<file path="src/sv/oets_pkg.sv">
// ----------------------------------------------------------------------------
// Odd-even transposition sort package
// Request payload types, cell control bundle and default sizes shared by the
// sorter top level and its cells.
// ----------------------------------------------------------------------------
package oets_pkg;

    localparam int VALUE_W   = 32;
    localparam int DEPTH_DEF = 64;

    typedef logic signed [VALUE_W-1:0] t_value;

    typedef struct packed {
        t_value value;
        logic   last;
    } t_in;

    typedef struct packed {
        t_value sorted_value;
        logic   final_res;
        logic   overflow;
    } t_out;

    // Control broadcast from the sequencer to every cell.
    typedef struct packed {
        logic load;       // an element is being written at the fill position
        logic sort;       // an exchange phase runs this cycle
        logic odd_phase;  // 0: pairs (0,1),(2,3)...  1: pairs (1,2),(3,4)...
        logic shift;      // every cell takes its right neighbour's value
    } t_cell_ctl;

endpackage

</file>
<file path="src/sv/oets_cell.sv">
// ----------------------------------------------------------------------------
// Odd-even transposition sort cell
// Holds one list element; loads, compare-exchanges with a neighbour, or
// shifts towards the output end of the chain.
// ----------------------------------------------------------------------------
module oets_cell #(
    parameter int IDX = 0,
    parameter int CW  = 7
) (
    input  logic                i_clk,
    input  oets_pkg::t_cell_ctl i_ctl,
    input  logic [CW-1:0]       i_count,
    input  oets_pkg::t_value    i_load_value,
    input  oets_pkg::t_value    i_left_val,
    input  logic                i_left_gt,
    input  oets_pkg::t_value    i_right_val,
    output oets_pkg::t_value    o_val,
    output logic                o_gt
);

    localparam logic [CW-1:0] K_IDX   = CW'(IDX);
    localparam logic [CW-1:0] K_NEXT  = CW'(IDX + 1);
    localparam logic          K_PAR   = 1'(IDX % 2);
    localparam logic          K_IS_LO = (IDX > 0);

    oets_pkg::t_value r_val;
    oets_pkg::t_value n_val;
    logic             w_low;
    logic             w_high;

    // This cell greater than its right neighbour: shared with that neighbour.
    assign o_gt  = (r_val > i_right_val);
    assign o_val = r_val;

    // Lower member of a pair takes the minimum, upper member the maximum.
    assign w_low  = i_ctl.sort && (i_ctl.odd_phase == K_PAR) && (K_NEXT < i_count) && o_gt;
    assign w_high = i_ctl.sort && K_IS_LO && (i_ctl.odd_phase != K_PAR)
                    && (K_IDX < i_count) && i_left_gt;

    always_comb begin
        n_val = r_val;
        if (i_ctl.load && (i_count == K_IDX)) begin
            n_val = i_load_value;
        end else if (i_ctl.shift) begin
            n_val = i_right_val;
        end else if (w_low) begin
            n_val = i_right_val;
        end else if (w_high) begin
            n_val = i_left_val;
        end
    end

    always_ff @(posedge i_clk) begin
        r_val <= n_val;
    end

endmodule

</file>
<file path="config.mk">
export PLATFORM = sky130hd
export DESIGN_NAME = oets_cell
export DESIGN_NICKNAME = d
export VERILOG_FILES = /design/src/sv/oets_pkg.sv /design/src/sv/oets_cell.sv
export SDC_FILE = /design/constraint.sdc
export NUM_CORES = 1
export LEC_CHECK = 0
export BUFFER_PORTS_ARGS = -buffer_cell sky130_fd_sc_hd__buf_2
export CORE_UTILIZATION = 46
export CTS_CLUSTER_SIZE = 28
export DETAILED_ROUTE_END_ITERATION = 7
export PLACE_DENSITY = 0.84
export SLEW_MARGIN = 20
export SYNTH_ARGS = -nofsm -noshare
export SYNTH_HDL_FRONTEND = slang
export SYNTH_SLANG_ARGS = --single-unit
</file>
<file path="constraint.sdc">
create_clock -name i_clk -period 7.38 [get_ports i_clk]
set_clock_uncertainty 0.15 [all_clocks]
set_input_delay 1.476 -clock i_clk [delete_from_list [all_inputs] [get_ports i_clk]]
set_output_delay 1.476 -clock i_clk [all_outputs]
set_load 0.01 [all_outputs]
</file>
Word-level counts from Yosys, hierarchy flattened
Index checks and enable logic that the tools add are counted.
W data, S select, Z words.
{ "op_classes": {"magnitude_cmp": 2, "reduce_logical": 6, "bitwise": 1, "muxes": 3} }
{ "op_table": {"columns": ["operator", "n"], "rows": [
  ["$mux W32", 3],
  ["$gt A32 B32 Y1", 1],
  ["$logic_not A7 Y1", 1],
  ["$lt A1 B7 Y1 const A", 1],
  ["$logic_and A1 B1 Y1", 4],
  ["$reduce_bool A3 Y1", 1],
  ["$not A1 Y1", 1]
]} }
{ "totals": {"input_bits": 109, "regBits": 32, "wordCells": 13, "output_inout_bits": 33} }

Logic depth before layout (Yosys ltp)
{ "depth": {"ltp_word": 7, "mapped_depth": 8, "depth_no_buf": 8} }

Worst setup path after synthesis
OpenSTA, ideal clock, no wires.
{ "synth_path": {"path_type": "input-to-output", "from": "input i_right_val[31]", "to": "output o_gt", "cell_stages": 7, "t_arrival_ps": 3017, "t_required_ps": 5754, "n_path_buf": 0, "path_slack_ps": 2737, "cell_sequence": "inv_1 > ha_1 > nand4_1 > nor2_1 > a221o_1 > a211o_1 > o31ai_1"} }
{ "synth_via": {"elab_chain_len": 1} }
{ "synth_lines": {"columns": ["element", "line_no", "text"], "rows": [
  ["start, declared", "oets_cell.sv:16", "input oets_pkg::t_value i_right_val,"],
  ["$gt A32 B32 Y1", "oets_cell.sv:32", "assign o_gt = (r_val > i_right_val);"],
  ["end, declared", "oets_cell.sv:18", "output logic o_gt"]
]} }
No other way between the ends.

Worst setup path after layout
{ "layout_path": {"from": "input i_right_val[14]", "to": "output o_gt"} }
Same word-level chain as after synthesis.

==> run metrics <==
Clk Latency, worst-skew pair=0.27 ns; Netlist cell types=26; initial core utilization=49.2%; initial antenna violation count=0; average size of a mapped cell=11.5 um2; Net count, final=447; Reg clk slew, reported paths=0.07 ns; Simple-Gate Fraction of Synth Area=8.01%; CP Capture Type=output pin; fin. max-slew vios=0; layout cells sized above 1=48.2%; Pleak=1.46 nW; PD cells=160 nW/um2; max-cap viol count=0; Sum Neg Setup Slack=0 ns; ys flop type=edfxtp_1; Finished Layout Cells=359; H-tree depth=2; Synth top area share=43.3%; Post-CTS Setup Bufs=0; Final WS setup=2.46 ns; CTS-repair resized insts=0; Layout Utilization=64.4%; Seq cells post-synth=32; Tcrit/Tclk final=66.7%; worst-margin pin slew=0.695 ns; most used cell, CP=buf_2; row count=24; post-synthesis instance total=192; first-pass GRT wire length=7890 um; adder-cell share of the synthesized area=18.1%; Relative slew margins=53.5%; r2r setup slk=4.19 ns; root buffer cell=clkbuf_8; total wire length=4980 um; drt pass-1 iters=4; RSZ-0062 raised after global routing=false; Final setup violation count=0; Fill cells=376; multiplexer share of the synthesized area=16.3%; maximum VDD drop=0.123 mV; Clock Sinks=32; multi-input logic area=1120 um2; Post-synth EDFFs=32; ANT nets after route=0; CP required=5.75 ns; xor-xnor portion of the synthesized cell area=0%; top cells by area, synth=edfxtp_1 (43%), ha_1 (18%), mux2_2 (16%); CP top delay family=compound AO/OA/AOI/OAI gates; outcome=completed; largest net degree at the start of global routing=34; Crit Path Category=in2out; worst-path maximum fanout=4; vias per cell=5.18; clk buf depth=2; slowest stage delay, CP=0.34 ns; CTS tree=built; largest family of logic cells by synthesized area=adder cells; Hold Path Class=in2reg; CP startpoint kind=input pin; crit path time final=4.92 ns; Net Count, Synth=333; Hold Vio Cnt, Final=0; compound-cell area share of the yosys netlist=8.24%; IO Port Bufs=108; Worst EP arrival=3.29 ns; Syn-to-layout area delta=30.9%; Tot GR Track Use=20.0%; I/O Pins=142; Post-CTS Hold Buffers=0; placed insts=351; share of the yosys chip area belonging to registers=43.3%; initial DRC count=101; Synth Cell Area=2220 um2; critical-path cell list=buf_2, inv_1, ha_1, nand4_1, nor2_1, a221o_1, o31a_1, o211ai_1, o31ai_1, buf_2; grt ovf=0; Post-DP HPWL=3980 um; share of synthesized registers carrying an async set or reset=0%; DP Worst Slack=2.47 ns; Core Box Area=4500 um2; # diodes=0; Slowest-stage cell, CP=a221o_1; register area=961 um2; die height=71.4 um; Synth top cells by count=edfxtp_1 (32), ha_1 (32), inv_1 (32), mux2_2 (32), a21oi_1 (15); Num CTS Buffers=5; Synth warnings=0; worst path bufs/invs=3; die area=5100 um2; vias in the first global route=1869; Max Clk Rate=203 MHz; Largest register FFs=32; WL per Instance=13.9 um; DIE WIDTH=71.4 um; routed vias=1860; cell taking the most area after synthesis=edfxtp_1; Remaining DRCs=0; gpl congestion=0.807
-- where the power goes --
group / switching [mW] / leakage [nW] / internal (mW)
combinational: 0.0571 / 1.10 / 0.0545
clock: 0.0627 / 0.0399 / 0.0656
sequential: 0.00729 / 0.316 / 0.218
total: 0.127 / 1.46 / 0.338
-- layer usage --
layer	GRT usage [%]	vias up	part of all wire, %
met5	0	-	0
met4	7.11	0	1.0
met3	4.64	4	6.2
met2	35.7	68	52
met1	23.7	850	41
li1	-	938	-
-- worst register-to-register path: cells and delay by family, from the launching register on --
| kind | cells | cell delay [ns] |
|---|---|---|
| flip-flops | 1 | 0.40 |
| adder cells (fa/ha/maj) | 1 | 0.36 |
| AO/OA/AOI/OAI | 3 | 0.81 |
| buffers and inverters | 1 | 0.39 |
| AND/OR/NAND/NOR | 3 | 0.76 |
-- layout make-up --
class | count | area share, %
flip-flops and latches | 32 | 33.1
clock inverters | 1 | 0.129
repair buffers | 110 | 19.1
clock buffers | 7 | 2.63
well taps | 52 | 2.24
multi-input cells | 125 | 38.6
inverters | 32 | 4.14
-- cells by family after synthesis --
kind of cell | after synthesis
mux | 32
buf+inv | 35
simple gates | 32
flops | 32
compound gates | 29
fa+ha+maj | 32
-- stage by stage --
stage          cell area (um2)  total power, mW  hold WS (ns)
2_1_floorplan             2220            0.290          1.55
3_3_place_gp              2820            0.336          1.41
3_5_place_dp              2820            0.342          1.46
4_1_cts                   2900            0.471          1.34
5_1_grt                   2900            0.493          1.34
6_report                  2900            0.465          1.35
-- path summary, 6_finish.rpt --
path,start,endpoint,depth (start not counted)
worst max-delay path,i_right_val[14],o_gt,10
worst min-delay path,i_load_value[7],o_val[7]$_DFFE_PP_,2
worst max register to register,o_val[31]$_DFFE_PP_,o_val[8]$_DFFE_PP_,8
worst min register to register,o_val[31]$_DFFE_PP_,o_val[30]$_DFFE_PP_,4
-- layout by cell type, fill, tap and decap left out, drive strengths merged, types with 3 or more instances in the layout --
cell	netlist	layout
nand3	4	4
clkbuf	0	7
nand2	7	7
nor2	3	3
nor4	3	3
nand2b	3	3
nand4	8	8
o21ai	3	3
edfxtp	32	32
ha	32	32
inv	32	32
a21oi	15	15
mux2	32	32
buf	3	110
No activity file was read; power rests on OpenSTA's default activity.
